===== src/rtl/core/mic_pkg.sv =====
package mic_pkg;

    localparam int MAX_SIZE_DEF  = 4;
    localparam int FRAC_BITS_DEF = 16;
    localparam int VAL_W         = 64;
    localparam int IDX_W         = 2;
    localparam int SIZE_W        = 3;
    localparam int ENTRY_W       = 8;
    // Products of up to four 8-bit entries plus sums fit in 40 bits.
    localparam int ACC_W         = 40;

    localparam logic KIND_DET = 1'b0;
    localparam logic KIND_INV = 1'b1;

    typedef enum logic [3:0] {
        ST_LOAD,
        ST_DET_START,
        ST_DET_WAIT,
        ST_DET_OUT,
        ST_COF_START,
        ST_COF_WAIT,
        ST_DIV_START,
        ST_DIV_WAIT,
        ST_INV_OUT
    } state_t;

    // permutation-sum sequencer phases
    typedef enum logic [1:0] { PH_CHECK, PH_MUL, PH_ADV } phase_t;

    typedef struct packed {
        logic det_start;  // compute determinant of full matrix
        logic cof_start;  // compute cofactor for (row, col) of inverse
        logic div_start;  // divide latched cofactor by determinant
        logic emit_det;   // load output register with determinant
        logic emit_inv;   // load output register with quotient
    } cmd_t;

    typedef struct packed {
        logic calc_done;
        logic div_done;
        logic det_zero;
    } status_t;

endpackage


===== src/rtl/core/mic_ram.sv =====
module mic_ram
    import mic_pkg::*;
#(
    parameter int WIDTH = 8,
    parameter int DEPTH = 16
)(
    input  logic                     clk,
    input  logic                     we,
    input  logic [$clog2(DEPTH)-1:0] waddr,
    input  logic [WIDTH-1:0]         wdata,
    input  logic [$clog2(DEPTH)-1:0] raddr,
    output logic [WIDTH-1:0]         rdata
);

    logic [WIDTH-1:0] mem [DEPTH];
    logic [WIDTH-1:0] rdata_reg;

    always_ff @(posedge clk)
    begin
        if (we)
        begin
            mem[waddr] <= wdata;
        end
        rdata_reg <= mem[raddr];
    end

    assign rdata = rdata_reg;

endmodule


===== src/rtl/core/mic_ctrl.sv =====
module mic_ctrl
    import mic_pkg::*;
(
    input  logic              clk,
    input  logic              rst_n,
    input  logic              cfg_we,
    input  logic [SIZE_W-1:0] size_eff,
    input  logic              in_fire,
    input  logic              out_busy,
    input  status_t           status,
    output cmd_t              cmd,
    output logic              in_stall,
    output logic [2:0]        row,
    output logic [2:0]        col,
    output logic              last
);

    state_t state_reg, state_next;
    logic [5:0] cnt_reg, cnt_next;
    logic [2:0] row_reg, row_next, col_reg, col_next;
    logic [5:0] total;

    assign total = 6'(size_eff) * 6'(size_eff);
    assign last  = (row_reg == 3'(size_eff - 1'b1)) && (col_reg == 3'(size_eff - 1'b1));
    assign row   = row_reg;
    assign col   = col_reg;

    always_ff @(posedge clk or negedge rst_n)
    begin
        if (!rst_n)
        begin
            state_reg <= ST_LOAD;
            cnt_reg   <= '0;
            row_reg   <= '0;
            col_reg   <= '0;
        end
        else
        begin
            state_reg <= state_next;
            cnt_reg   <= cnt_next;
            row_reg   <= row_next;
            col_reg   <= col_next;
        end
    end

    always_comb
    begin
        state_next = state_reg;
        cnt_next   = cnt_reg;
        row_next   = row_reg;
        col_next   = col_reg;
        cmd        = '0;
        in_stall   = 1'b1;
        case (state_reg)
            ST_LOAD:
            begin
                in_stall = 1'b0;
                if (cfg_we)
                begin
                    cnt_next = '0;
                end
                else if (in_fire)
                begin
                    if (cnt_reg + 6'd1 >= total)
                    begin
                        cnt_next   = '0;
                        state_next = ST_DET_START;
                    end
                    else
                    begin
                        cnt_next = cnt_reg + 6'd1;
                    end
                end
            end
            ST_DET_START:
            begin
                cmd.det_start = 1'b1;
                state_next    = ST_DET_WAIT;
            end
            ST_DET_WAIT:
            begin
                if (status.calc_done)
                begin
                    state_next = ST_DET_OUT;
                end
            end
            ST_DET_OUT:
            begin
                if (!out_busy)
                begin
                    cmd.emit_det = 1'b1;
                    row_next     = '0;
                    col_next     = '0;
                    state_next   = status.det_zero ? ST_LOAD : ST_COF_START;
                end
            end
            ST_COF_START:
            begin
                cmd.cof_start = 1'b1;
                state_next    = ST_COF_WAIT;
            end
            ST_COF_WAIT:
            begin
                if (status.calc_done)
                begin
                    state_next = ST_DIV_START;
                end
            end
            ST_DIV_START:
            begin
                cmd.div_start = 1'b1;
                state_next    = ST_DIV_WAIT;
            end
            ST_DIV_WAIT:
            begin
                if (status.div_done)
                begin
                    state_next = ST_INV_OUT;
                end
            end
            ST_INV_OUT:
            begin
                if (!out_busy)
                begin
                    cmd.emit_inv = 1'b1;
                    if (last)
                    begin
                        state_next = ST_LOAD;
                    end
                    else
                    begin
                        state_next = ST_COF_START;
                        if (col_reg == 3'(size_eff - 1'b1))
                        begin
                            col_next = '0;
                            row_next = row_reg + 3'd1;
                        end
                        else
                        begin
                            col_next = col_reg + 3'd1;
                        end
                    end
                end
            end
            default:
            begin
                state_next = ST_LOAD;
            end
        endcase
    end

endmodule


===== src/rtl/core/mic_dp.sv =====
module mic_dp
    import mic_pkg::*;
#(
    parameter int FRAC_BITS = FRAC_BITS_DEF
)(
    input  logic               clk,
    input  logic               rst_n,
    input  logic [SIZE_W-1:0]  size_eff,
    input  logic               in_fire,
    input  logic [ENTRY_W-1:0] entry_value,
    input  logic               cfg_we,
    input  cmd_t               cmd,
    input  logic [2:0]         row,
    input  logic [2:0]         col,
    input  logic               last,
    input  logic               out_stall,
    output status_t            status,
    output logic               out_busy,
    output logic               valid,
    output logic               result_kind,
    output logic [VAL_W-1:0]   result_value,
    output logic [IDX_W-1:0]   row_index,
    output logic [IDX_W-1:0]   col_index,
    output logic               singular,
    output logic               last_result
);

    localparam int MAX_SIZE = MAX_SIZE_DEF;
    localparam int DEPTH    = MAX_SIZE * MAX_SIZE;
    localparam int AW       = (DEPTH > 1) ? $clog2(DEPTH) : 1;
    localparam int PW       = (MAX_SIZE > 1) ? $clog2(MAX_SIZE) : 1;

    // ---------------- entry store ----------------
    logic [AW-1:0] waddr_reg, raddr;
    logic [ENTRY_W-1:0] rdata;

    always_ff @(posedge clk or negedge rst_n)
    begin
        if (!rst_n)
        begin
            waddr_reg <= '0;
        end
        else if (cfg_we)
        begin
            waddr_reg <= '0;
        end
        else if (in_fire)
        begin
            if (32'(waddr_reg) + 1 >= 32'(size_eff) * 32'(size_eff))
            begin
                waddr_reg <= '0;
            end
            else
            begin
                waddr_reg <= waddr_reg + 1'b1;
            end
        end
    end

    mic_ram #(.WIDTH(ENTRY_W), .DEPTH(DEPTH)) u_ram (
        .clk   (clk),
        .we    (in_fire),
        .waddr (waddr_reg),
        .wdata (entry_value),
        .raddr (raddr),
        .rdata (rdata)
    );

    // ---------------- determinant by permutation sum ----------------
    // Leibniz sum over all permutations of the kept rows/columns: each product
    // term multiplies up to m entries, read one at a time from the store.
    // Permutations come from a digit counter with duplicate digits skipped
    // (base m over m positions).
    logic             calc_busy_reg;
    logic [2:0]       m_reg;        // order of the matrix being evaluated
    logic [2:0]       skip_r_reg, skip_c_reg;
    logic             skip_en_reg;
    logic [2:0]       perm_reg [MAX_SIZE];  // column choice per position
    logic [2:0]       pos_reg;              // position being multiplied
    logic             rd_pend_reg;
    logic signed [ACC_W-1:0] term_reg, acc_reg;
    logic             sign_reg;
    logic             cof_neg_reg;
    logic signed [ACC_W-1:0] det_reg, cof_reg;
    logic             is_det_reg;
    logic             done_reg;

    logic [2:0] phys_r, phys_c;
    logic       perm_ok;
    logic       inv_par;

    // map logical row/col of minor to physical index
    always_comb
    begin
        phys_r = pos_reg;
        phys_c = perm_reg[pos_reg[PW-1:0]];
        if (skip_en_reg && phys_r >= skip_r_reg) phys_r = phys_r + 3'd1;
        if (skip_en_reg && phys_c >= skip_c_reg) phys_c = phys_c + 3'd1;
        raddr = AW'(32'(phys_r) * 32'(size_eff) + 32'(phys_c));
    end

    // validity and parity of current digit tuple
    always_comb
    begin
        perm_ok = 1'b1;
        inv_par = 1'b0;
        for (int a = 0; a < MAX_SIZE; a++)
        begin
            for (int b = 0; b < MAX_SIZE; b++)
            begin
                if (a < b && b < int'(m_reg))
                begin
                    if (perm_reg[a] == perm_reg[b]) perm_ok = 1'b0;
                    if (perm_reg[a] > perm_reg[b]) inv_par = ~inv_par;
                end
            end
        end
    end

    phase_t phase_reg;
    logic   last_tuple;

    always_comb
    begin
        last_tuple = 1'b1;
        for (int a = 0; a < MAX_SIZE; a++)
        begin
            if (a < int'(m_reg) && perm_reg[a] != 3'(m_reg - 3'd1)) last_tuple = 1'b0;
        end
    end

    always_ff @(posedge clk or negedge rst_n)
    begin
        if (!rst_n)
        begin
            calc_busy_reg <= 1'b0;
            done_reg      <= 1'b0;
            phase_reg     <= PH_CHECK;
            rd_pend_reg   <= 1'b0;
        end
        else
        begin
            done_reg <= 1'b0;
            if (cmd.det_start || cmd.cof_start)
            begin
                calc_busy_reg <= 1'b1;
                is_det_reg    <= cmd.det_start;
                m_reg         <= cmd.det_start ? size_eff : 3'(size_eff - 1'b1);
                skip_en_reg   <= cmd.cof_start;
                // inverse (r,c) uses cofactor of (c,r)
                skip_r_reg    <= col;
                skip_c_reg    <= row;
                cof_neg_reg   <= row[0] ^ col[0];
                for (int a = 0; a < MAX_SIZE; a++) perm_reg[a] <= '0;
                acc_reg       <= '0;
                phase_reg     <= PH_CHECK;
                rd_pend_reg   <= 1'b0;
            end
            else if (calc_busy_reg)
            begin
                case (phase_reg)
                    PH_CHECK:
                    begin
                        if (m_reg == 3'd0)
                        begin
                            acc_reg       <= ACC_W'(1);
                            phase_reg     <= PH_ADV;
                        end
                        else if (perm_ok)
                        begin
                            sign_reg    <= inv_par;
                            term_reg    <= ACC_W'(1);
                            pos_reg     <= '0;
                            rd_pend_reg <= 1'b0;
                            phase_reg   <= PH_MUL;
                        end
                        else
                        begin
                            phase_reg <= PH_ADV;
                        end
                    end
                    PH_MUL:
                    begin
                        // address presented this cycle, data next cycle
                        if (!rd_pend_reg)
                        begin
                            rd_pend_reg <= 1'b1;
                        end
                        else
                        begin
                            rd_pend_reg <= 1'b0;
                            term_reg <= ACC_W'(term_reg * $signed(rdata));
                            if (pos_reg == 3'(m_reg - 3'd1))
                            begin
                                phase_reg <= PH_ADV;
                                acc_reg   <= sign_reg
                                    ? acc_reg - ACC_W'(term_reg * $signed(rdata))
                                    : acc_reg + ACC_W'(term_reg * $signed(rdata));
                            end
                            else
                            begin
                                pos_reg <= pos_reg + 3'd1;
                            end
                        end
                    end
                    PH_ADV:
                    begin
                        if (m_reg == 3'd0 || last_tuple)
                        begin
                            calc_busy_reg <= 1'b0;
                            done_reg      <= 1'b1;
                            if (is_det_reg)
                            begin
                                det_reg <= acc_reg;
                            end
                            else
                            begin
                                cof_reg <= cof_neg_reg ? -acc_reg : acc_reg;
                            end
                        end
                        else
                        begin
                            // increment base-m digit counter, last digit fastest
                            for (int a = MAX_SIZE - 1; a >= 0; a--)
                            begin
                                if (a < int'(m_reg))
                                begin
                                    automatic logic carry_in = 1'b1;
                                    for (int b = a + 1; b < MAX_SIZE; b++)
                                    begin
                                        if (b < int'(m_reg) && perm_reg[b] != 3'(m_reg - 3'd1))
                                            carry_in = 1'b0;
                                    end
                                    if (carry_in)
                                    begin
                                        perm_reg[a] <= (perm_reg[a] == 3'(m_reg - 3'd1))
                                            ? 3'd0 : perm_reg[a] + 3'd1;
                                    end
                                end
                            end
                            phase_reg <= PH_CHECK;
                        end
                    end
                    default:
                    begin
                        phase_reg <= PH_CHECK;
                    end
                endcase
            end
        end
    end

    // ---------------- fixed-point restoring divider ----------------
    // Divides |cof| * 2^FRAC_BITS by |det|, one quotient bit per cycle.
    localparam int NUM_W = ACC_W + FRAC_BITS;
    localparam int QCNT_W = $clog2(NUM_W + 1);

    logic [NUM_W-1:0] dnum_reg, quo_reg;
    logic [ACC_W:0]   rem_reg;
    logic [ACC_W-1:0] dden_reg;
    logic [QCNT_W-1:0] dcnt_reg;
    logic             dbusy_reg, ddone_reg, dneg_reg;
    logic [ACC_W:0]   rem_sh;

    assign rem_sh = {rem_reg[ACC_W-1:0], dnum_reg[NUM_W-1]};

    always_ff @(posedge clk or negedge rst_n)
    begin
        if (!rst_n)
        begin
            dbusy_reg <= 1'b0;
            ddone_reg <= 1'b0;
        end
        else
        begin
            ddone_reg <= 1'b0;
            if (cmd.div_start)
            begin
                dbusy_reg <= 1'b1;
                dcnt_reg  <= '0;
                rem_reg   <= '0;
                quo_reg   <= '0;
                dneg_reg  <= cof_reg[ACC_W-1] ^ det_reg[ACC_W-1];
                dnum_reg  <= {(cof_reg[ACC_W-1] ? -cof_reg : cof_reg),
                              {FRAC_BITS{1'b0}}};
                dden_reg  <= det_reg[ACC_W-1] ? -det_reg : det_reg;
            end
            else if (dbusy_reg)
            begin
                dnum_reg <= dnum_reg << 1;
                if (rem_sh >= {1'b0, dden_reg})
                begin
                    rem_reg <= rem_sh - {1'b0, dden_reg};
                    quo_reg <= {quo_reg[NUM_W-2:0], 1'b1};
                end
                else
                begin
                    rem_reg <= rem_sh;
                    quo_reg <= {quo_reg[NUM_W-2:0], 1'b0};
                end
                if (dcnt_reg == QCNT_W'(NUM_W - 1))
                begin
                    dbusy_reg <= 1'b0;
                    ddone_reg <= 1'b1;
                end
                else
                begin
                    dcnt_reg <= dcnt_reg + 1'b1;
                end
            end
        end
    end

    // quotient magnitude fits well under 63 bits, so no saturation occurs
    logic [VAL_W-1:0] quo_ext;
    assign quo_ext = VAL_W'(quo_reg);

    assign status.calc_done = done_reg;
    assign status.div_done  = ddone_reg;
    assign status.det_zero  = (det_reg == '0);

    // ---------------- output register ----------------
    logic             valid_reg;
    logic             kind_reg, sing_reg, lastr_reg;
    logic [VAL_W-1:0] val_reg;
    logic [IDX_W-1:0] ri_reg, ci_reg;

    assign out_busy = valid_reg && out_stall;

    always_ff @(posedge clk or negedge rst_n)
    begin
        if (!rst_n)
        begin
            valid_reg <= 1'b0;
        end
        else if (cmd.emit_det || cmd.emit_inv)
        begin
            valid_reg <= 1'b1;
        end
        else if (!out_stall)
        begin
            valid_reg <= 1'b0;
        end
    end

    always_ff @(posedge clk)
    begin
        if (cmd.emit_det)
        begin
            kind_reg  <= KIND_DET;
            val_reg   <= VAL_W'(det_reg);
            ri_reg    <= '0;
            ci_reg    <= '0;
            sing_reg  <= (det_reg == '0);
            lastr_reg <= (det_reg == '0);
        end
        else if (cmd.emit_inv)
        begin
            kind_reg  <= KIND_INV;
            val_reg   <= dneg_reg ? -quo_ext : quo_ext;
            ri_reg    <= row[IDX_W-1:0];
            ci_reg    <= col[IDX_W-1:0];
            sing_reg  <= 1'b0;
            lastr_reg <= last;
        end
    end

    assign valid        = valid_reg;
    assign result_kind  = kind_reg;
    assign result_value = val_reg;
    assign row_index    = ri_reg;
    assign col_index    = ci_reg;
    assign singular     = sing_reg;
    assign last_result  = lastr_reg;

endmodule


===== src/rtl/core/matrix_inverse_by_cofactors_top.sv =====
// Matrix inverse by cofactors. Entries of an n-by-n matrix of signed 8-bit
// integers stream in row-major order, one item per cycle while loading.
// n comes from cfg_data (0 acts as 1, above MAX_SIZE acts as MAX_SIZE);
// writing it restarts the load. After the last entry the block emits the
// exact determinant (result_kind 0); if it is zero, singular and last_result
// are set and nothing follows. Otherwise n*n inverse entries follow in
// row-major order (result_kind 1), each the transposed cofactor over the
// determinant in signed fixed point with FRAC_BITS fraction bits, truncated
// toward zero. Input is stalled from the last entry until the final result
// is loaded into the output register. Each determinant or cofactor runs a
// permutation-sum sequencer over all m^m digit tuples, checking every tuple
// and reading m entries for each of the m! true permutations, and each
// 40+FRAC_BITS-bit quotient comes from a one-bit-per-cycle divider.
module matrix_inverse_by_cofactors_top
    import mic_pkg::*;
#(
    parameter int FRAC_BITS = FRAC_BITS_DEF
)(
    input  logic               clk,
    input  logic               rst_n,
    input  logic               cfg_we,
    input  logic [SIZE_W-1:0]  cfg_data,
    input  logic               in_valid,
    output logic               in_stall,
    input  logic [ENTRY_W-1:0] entry_value,
    output logic               out_valid,
    input  logic               out_stall,
    output logic               result_kind,
    output logic [VAL_W-1:0]   result_value,
    output logic [IDX_W-1:0]   row_index,
    output logic [IDX_W-1:0]   col_index,
    output logic               singular,
    output logic               last_result
);

    logic [SIZE_W-1:0] size_reg, size_eff;
    logic              in_fire, out_busy, last;
    logic [2:0]        row, col;
    cmd_t              cmd;
    status_t           status;

    always_ff @(posedge clk or negedge rst_n)
    begin
        if (!rst_n)
        begin
            size_reg <= SIZE_W'(4);
        end
        else if (cfg_we)
        begin
            size_reg <= cfg_data;
        end
    end

    // clamp to 1..MAX_SIZE
    always_comb
    begin
        size_eff = size_reg;
        if (size_reg == '0) size_eff = SIZE_W'(1);
        if (32'(size_reg) > MAX_SIZE_DEF) size_eff = SIZE_W'(MAX_SIZE_DEF);
    end

    assign in_fire = in_valid && !in_stall;

    mic_ctrl u_ctrl (
        .clk      (clk),
        .rst_n    (rst_n),
        .cfg_we   (cfg_we),
        .size_eff (size_eff),
        .in_fire  (in_fire),
        .out_busy (out_busy),
        .status   (status),
        .cmd      (cmd),
        .in_stall (in_stall),
        .row      (row),
        .col      (col),
        .last     (last)
    );

    mic_dp #(.FRAC_BITS(FRAC_BITS)) u_dp (
        .clk          (clk),
        .rst_n        (rst_n),
        .size_eff     (size_eff),
        .in_fire      (in_fire),
        .entry_value  (entry_value),
        .cfg_we       (cfg_we),
        .cmd          (cmd),
        .row          (row),
        .col          (col),
        .last         (last),
        .out_stall    (out_stall),
        .status       (status),
        .out_busy     (out_busy),
        .valid        (out_valid),
        .result_kind  (result_kind),
        .result_value (result_value),
        .row_index    (row_index),
        .col_index    (col_index),
        .singular     (singular),
        .last_result  (last_result)
    );

endmodule


===== config.mk =====
export PLATFORM = sky130hd
export DESIGN_NAME = matrix_inverse_by_cofactors_top
export DESIGN_NICKNAME = d
export VERILOG_FILES = /design/src/rtl/core/mic_pkg.sv /design/src/rtl/core/mic_ram.sv /design/src/rtl/core/mic_ctrl.sv /design/src/rtl/core/mic_dp.sv /design/src/rtl/core/matrix_inverse_by_cofactors_top.sv
export SDC_FILE = /design/constraint.sdc
export NUM_CORES = 2
export LEC_CHECK = 0
export BUFFER_PORTS_ARGS = -buffer_cell sky130_fd_sc_hd__buf_2
export CAP_MARGIN = 40
export CORE_MARGIN = 2
export CORE_UTILIZATION = 44
export DETAILED_ROUTE_END_ITERATION = 10
export SKIP_LAST_GASP = 1
export SLEW_MARGIN = 20
export SYNTH_ARGS = -nofsm -noshare
export SYNTH_HDL_FRONTEND = slang
export SYNTH_HIERARCHICAL = 1
export SYNTH_SLANG_ARGS = --single-unit
export TNS_END_PERCENT = 1

===== constraint.sdc =====
create_clock -name clk -period 12.2 [get_ports clk]
set_clock_uncertainty 0.15 [all_clocks]
set_input_delay 1.83 -clock clk [delete_from_list [all_inputs] [get_ports clk]]
set_output_delay 1.83 -clock clk [all_outputs]
set_load 0.005 [all_outputs]

# Word level (Yosys, flattened, before mapping)

Memories as Yosys holds them, arrays and structs flattened. A register that Yosys moved wholly into a read port is not among the register bits.
Index checks and enable logic that the tools add are counted.
W data, S select, Z words.

Word-level logic and storage cells: 378
Memories kept: 2
Output and inout port bits: 73
Flip-flop bits (word level): 478
Bits in writable memories: 140

Memory list:

| name           | depth | bits a word | read ports | clocked after memory_dff | wr ports | line          | RTL |
|---|---|---|---|---|---|---|---|
| u_dp.u_ram.mem | 16    | 8           | 1          | 1                        | 1        | mic_ram.sv:15 | `logic [WIDTH-1:0] mem [DEPTH];` |
| u_dp.perm_reg  | 4     | 3           | 5          | 1                        | 4        | mic_dp.sv:78  | `logic [2:0] perm_reg [MAX_SIZE];` |

Add/sub/neg operators: 22
Order comparisons: 16
Reduce and logical (&&, ||, !) cells: 43
Equality and inequality tests: 48
Bitwise operators: 14
Multipliers: 4
Multiplexer cells: 190

Operator list:

| kind                  | number |
|---|---|
| $mux W40              | 10 |
| $mux W64              | 3 |
| $mux W56              | 3 |
| $pmux W40 S2          | 2 |
| $neg A40 Y40          | 3 |
| $mux W1               | 113 |
| $mux W41              | 2 |
| $mux W3               | 26 |
| $neg A56 Y64          | 1 |
| $mux W4               | 11 |
| $ge A41 B40 Y1        | 1 |
| $sub A41 B40 Y41      | 1 |
| $add A40 B40 Y40      | 1 |
| $logic_not A40 Y1     | 1 |
| $mul A40 B8 Y40       | 1 |
| $sub A40 B40 Y40      | 1 |
| $eq A3 B3 Y1          | 13 |
| $mux W39              | 1 |
| $pmux W4 S9           | 1 |
| $ge A32 B6 Y1         | 1 |
| $mux W6               | 5 |
| $add A3 B1 Y3 const B | 8 |
| $gt A3 B3 Y1          | 6 |
| $pmux W3 S2           | 3 |
| 43 further kinds      | 119 |

# Depth between registers and ports, before layout

Word-level depth: 21
Depth in mapped cells: 38
Mapped depth without buffers: 34

# Hierarchy

Netlist, hierarchy kept.

By module, submodules not included:

| module                          | seq. area each (um^2) | times used | cells each | area each (um^2) |
|---|---|---|---|---|
| mic_dp                          | 14043.5               | 1          | 3898       | 38613.3 |
| mic_ram                         | 4003.8                | 1          | 229        | 5147.4 |
| mic_ctrl                        | 400.4                 | 1          | 145        | 1318.8 |
| matrix_inverse_by_cofactors_top | 76.3                  | 1          | 12         | 132.6 |

# Worst setup path after synthesis

OpenSTA, ideal clock, no wires.

Path kind: flip-flop to flip-flop
From: register u_dp.u_ram.rdata_reg[7], in the netlist u_dp/u_ram/rdata[7] (read register of u_dp.u_ram.mem)
To: register u_dp.acc_reg[39] (data pin)
Cell stages (with the launch flop): 37
Library setup time: 0.145 ns
Period minus slack after synthesis: 8.488 ns
Path buffers: 3
Arrival time: 8.193 ns
Path slack: 3.712 ns
Cell sequence: dfxtp_1 -> inv_2 -> buf_1 -> nor2_1 -> fa_1 -> fa_1 -> fa_1 -> inv_1 -> fa_1 -> inv_1 -> ha_1 -> clkbuf_8 -> a21oi_1 -> o21ai_0 -> a2111oi_1 -> a311oi_1 -> a221oi_1 -> nand3_2 -> and4bb_2 -> nand3_1 -> nor3b_1 -> nor2b_1 -> a21oi_1 -> xor2_1 -> ha_1 -> clkbuf_1 -> a21o_1 -> a21o_1 -> a21oi_1 -> o21ai_0 -> a21o_1 -> a21oi_1 -> o21ai_0 -> xnor2_1 -> xor2_1 -> or4_1 -> o21ai_1

Cells in the longest elaborated chain, start to end: 7
Elaborated cells on any way between the ends: 8
Those cells by class: add/sub: 2; mul: 1; mux: 5

Ends and longest elaborated chain:

| item                                                        | line                         | RTL |
|---|---|---|
| start, declared                                             | mic_ram.sv:16                | `logic [WIDTH-1:0] rdata_reg;` |
| $mul A40 B8 Y40 *                                           | mic_dp.sv:197, mic_dp.sv:198 |  |
| $add A40 B40 Y40 / $sub A40 B40 Y40 (equally long branches) | mic_dp.sv:198, mic_dp.sv:197 |  |
| $mux W40 *                                                  | mic_dp.sv:197                | `? acc_reg - ACC_W'(term_reg * $signed(rdata))` |
| $mux W40 *                                                  | mic_dp.sv:193                | `if (pos_reg == 3'(m_reg - 3'd1))` |
| $mux W40 *                                                  | mic_dp.sv:185                | `if (!rd_pend_reg)` |
| $pmux W40 S2 *                                              | mic_dp.sv:161                | `case (phase_reg)` |
| $mux W40 *                                                  | mic_dp.sv:159                | `else if (calc_busy_reg)` |
| end signal, assigned                                        | mic_dp.sv:196                | `acc_reg <= sign_reg` |
| end, declared                                               | mic_dp.sv:81                 | `logic signed [ACC_W-1:0] term_reg, acc_reg;` |

Every way passes the cells marked *; elsewhere a longest branch is shown, timed or not.
A chain may end at the register's enable or synchronous reset.

# Worst setup path after layout

Ends and elaborated chain as after synthesis.

==> impl_results.md <==
* Top-area cell type share of the netlist area at 0.386
* Vias in the first global route at around 30000
* Async SR Flop Fraction at 0.0494
* Clock sinks at 627
* Bufs on Longest Clock Path at 3
* Startpoint type of the worst setup path: register
* Max Fclk at 0.103 GHz
* Metal2 WL at 48300 um
* Commonest cells post-synth: edfxtp_1, inv_1, nor2_1
* Period Utilization, post-route at 0.792
* Initial antenna violation count at 0
* RSZ-0062 raised after global routing: no
* I/O Pins at 89
* Hold Buf Count CTS at 0
* Drt initial violations at 1825
* Hold Crit Class: register to register
* Final ANT Viol Nets at 0
* Crit path capture type: register
* Max-slew violations at 0
* R2R depth at 33
* DRC Markers at 0
* Synth Flop Type: edfxtp_1
* Fraction of layout cells with a size suffix above 1 at 0.0854
* Die width at between 300 and 400 um
* Postcts setup bufs at 0
* Row count at 117
* Least-Margin Pin Slew at 0.980 ns
* Number of flip-flops under the largest register name at 128
* # resized after CTS at 0
* Routed vias at 31300
* Yosys reg bits at 627
* Core region area at 102000 sq um
* Routed WL at 105000 um
* Minimum clock period at roughly 9.7 ns
* Clock root buffer: clkbuf_16
* MaxCap Viol Count at 0
* Top-count cell post-synth: edfxtp_1
* Post-synthesis sequential area ratio at 0.410
* Dpl cells at around 5600
* Wire length on met1 at 50600 um
* Final instance area at around 49000 sq um
* Clk pin slew, worst setup/hold paths at about 0.060 ns
* Vert. Die Dim at 325 um
* CTS tree: yes
* Starting Density at 0.444
* Uppermost layer routed: met4
* Hold depth at 2
* Endpoints failing setup at 0
* Die area at 105000 sq um
* GRT Util Overall at 0.198
* First-pass GRT wire length at around 170000 um
* Worst Path Arrival at 9.98 ns
* Largest net degree at the start of global routing at between 150 and 200
* Area post-placement at between 40000 and 50000 sq um
* Synth Instances at 4284
* Hold path start: u_dp/result_kind
* Met3 WL at 3900 um
* Grt total ovfl at 0
* Hold Path Sink: u_dp/result_kind
* WHS at ~0.32 ns
* EDFF count, synth at around 580
* Synth area leaders: edfxtp_1, fa_1, ha_1, xnor2_1, and2_1
* Post-Layout Cell Count at 5748
* Total negative setup slack at 0 ns
* Router iterations before antenna repair at 7
* Final nets at about 4800
* Clk_lat worst skew at about 0.62 ns
* R2R Setup Slk at between 2 and 3 ns
* Most flops, register: u_dp/u_ram/mem
* RR Endpoint: u_dp/acc_reg[39]
* GP Congestion at 0.899
* Status: completed
* Leading area contributor after synthesis: edfxtp_1
* Worst Setup SP: u_dp/u_ram/rdata[7]
* Final hold violation count at 0
* Slew HR at 0.346
* Worst path slowest cell: o31ai_1
* Drt wl/cell at 18.3 um
* Launch point of the worst reg-to-reg path: u_dp/u_ram/rdata[7]
* Worst path max stage delay at 0.70 ns
* Post-Syn Area at 45200 sq um
* Synth Area per Inst at between 10 and 15 sq um
* Net count after synthesis at roughly 4700
* CTS H-Tree Depth at 3
* Setup CP Type: register to register
* WP data required at approximately 13 ns
* DP HPWL at approximately 77000 um
* Vias per cell at 5.44
* Port bufs at 88
* Crit Path Max Fanout at 28
* Distinct cells, synth at 109
* Syn. warnings at 6
* Area Growth Syn to Fin at 9.40%
* CTS buffer count at 71
==> placed cells by master (no fill, tap or decap), types with 33 or more instances in the layout <==
cell type,netlist,layout
a22o_1,41,41
ha_1,225,224
inv_1,399,399
a21oi_1,172,170
and2_1,255,254
fa_1,210,210
nand2_1,259,259
a22oi_1,47,47
nand3_1,49,49
mux2i_1,92,92
nand2b_1,48,47
or3_1,36,36
xnor2_1,251,251
clkbuf_16,0,73
nor2b_1,36,33
buf_4,3,39
nor3_1,52,49
a21o_1,67,67
xor2_1,114,114
o21ai_0,195,195
o31ai_1,57,57
buf_2,5,90
a211oi_1,52,52
edfxtp_1,581,581
nor2_1,397,396
==> per-stage QoR <==
stage                      util  setup WS [ns]
final                     0.485           2.53
after floorplan               -           3.71
after global placement    0.460           2.69
after detailed placement  0.462           2.54
after CTS                 0.484           2.53
after global routing      0.485           1.92
==> cells by family after synthesis <==
group,synth area share
compound gates,0.123
xor+xnor,0.0707
fa+ha+maj,0.155
buf+inv,0.0516
flops,0.410
mux,0.0423
simple gates,0.148
==> layout make-up <==
class	instances	area, sq um
Antenna cell	1	2.50
Clock buffer	86	1900
Clock inverter	45	388
Fill cell	9511	52400
Inverter	400	1500
Multi-Input combinational cell	3078	24400
Sequential cell	627	18500
Tap cell	1368	1710
Timing Repair Buffer	143	1000
==> critical path: cells and delay by family, from the launching register on <==
family | cells | cell delay, ns
AO/OA/AOI/OAI | 12 | 2.68
XOR/XNOR | 4 | 0.80
adder cells (fa/ha/maj) | 6 | 2.86
buffers and inverters | 3 | 0.42
flip-flops | 1 | 0.55
AND/OR/NAND/NOR | 8 | 2.01
==> per-layer routing <==
metal,GRT usage,vias up
li1,-,15200
met5,0,-
met2,0.319,605
met3,0.0228,120
met4,0.0467,0
met1,0.287,15300
==> worst max path at each step <==
stage	to	slack [ns]	cells after the start
final	u_dp/acc_reg[39]	2.53	33
after global routing	u_dp/acc_reg[39]	1.92	33
after CTS	u_dp/acc_reg[39]	2.53	33
after detailed placement	u_dp/acc_reg[39]	2.54	33
after global placement	u_dp/acc_reg[39]	2.69	33
after floorplan	u_dp/acc_reg[39]	3.71	36
Power is not shown: default switching activity piles up to over one toggle a cycle in this logic, so the estimate is an artifact.
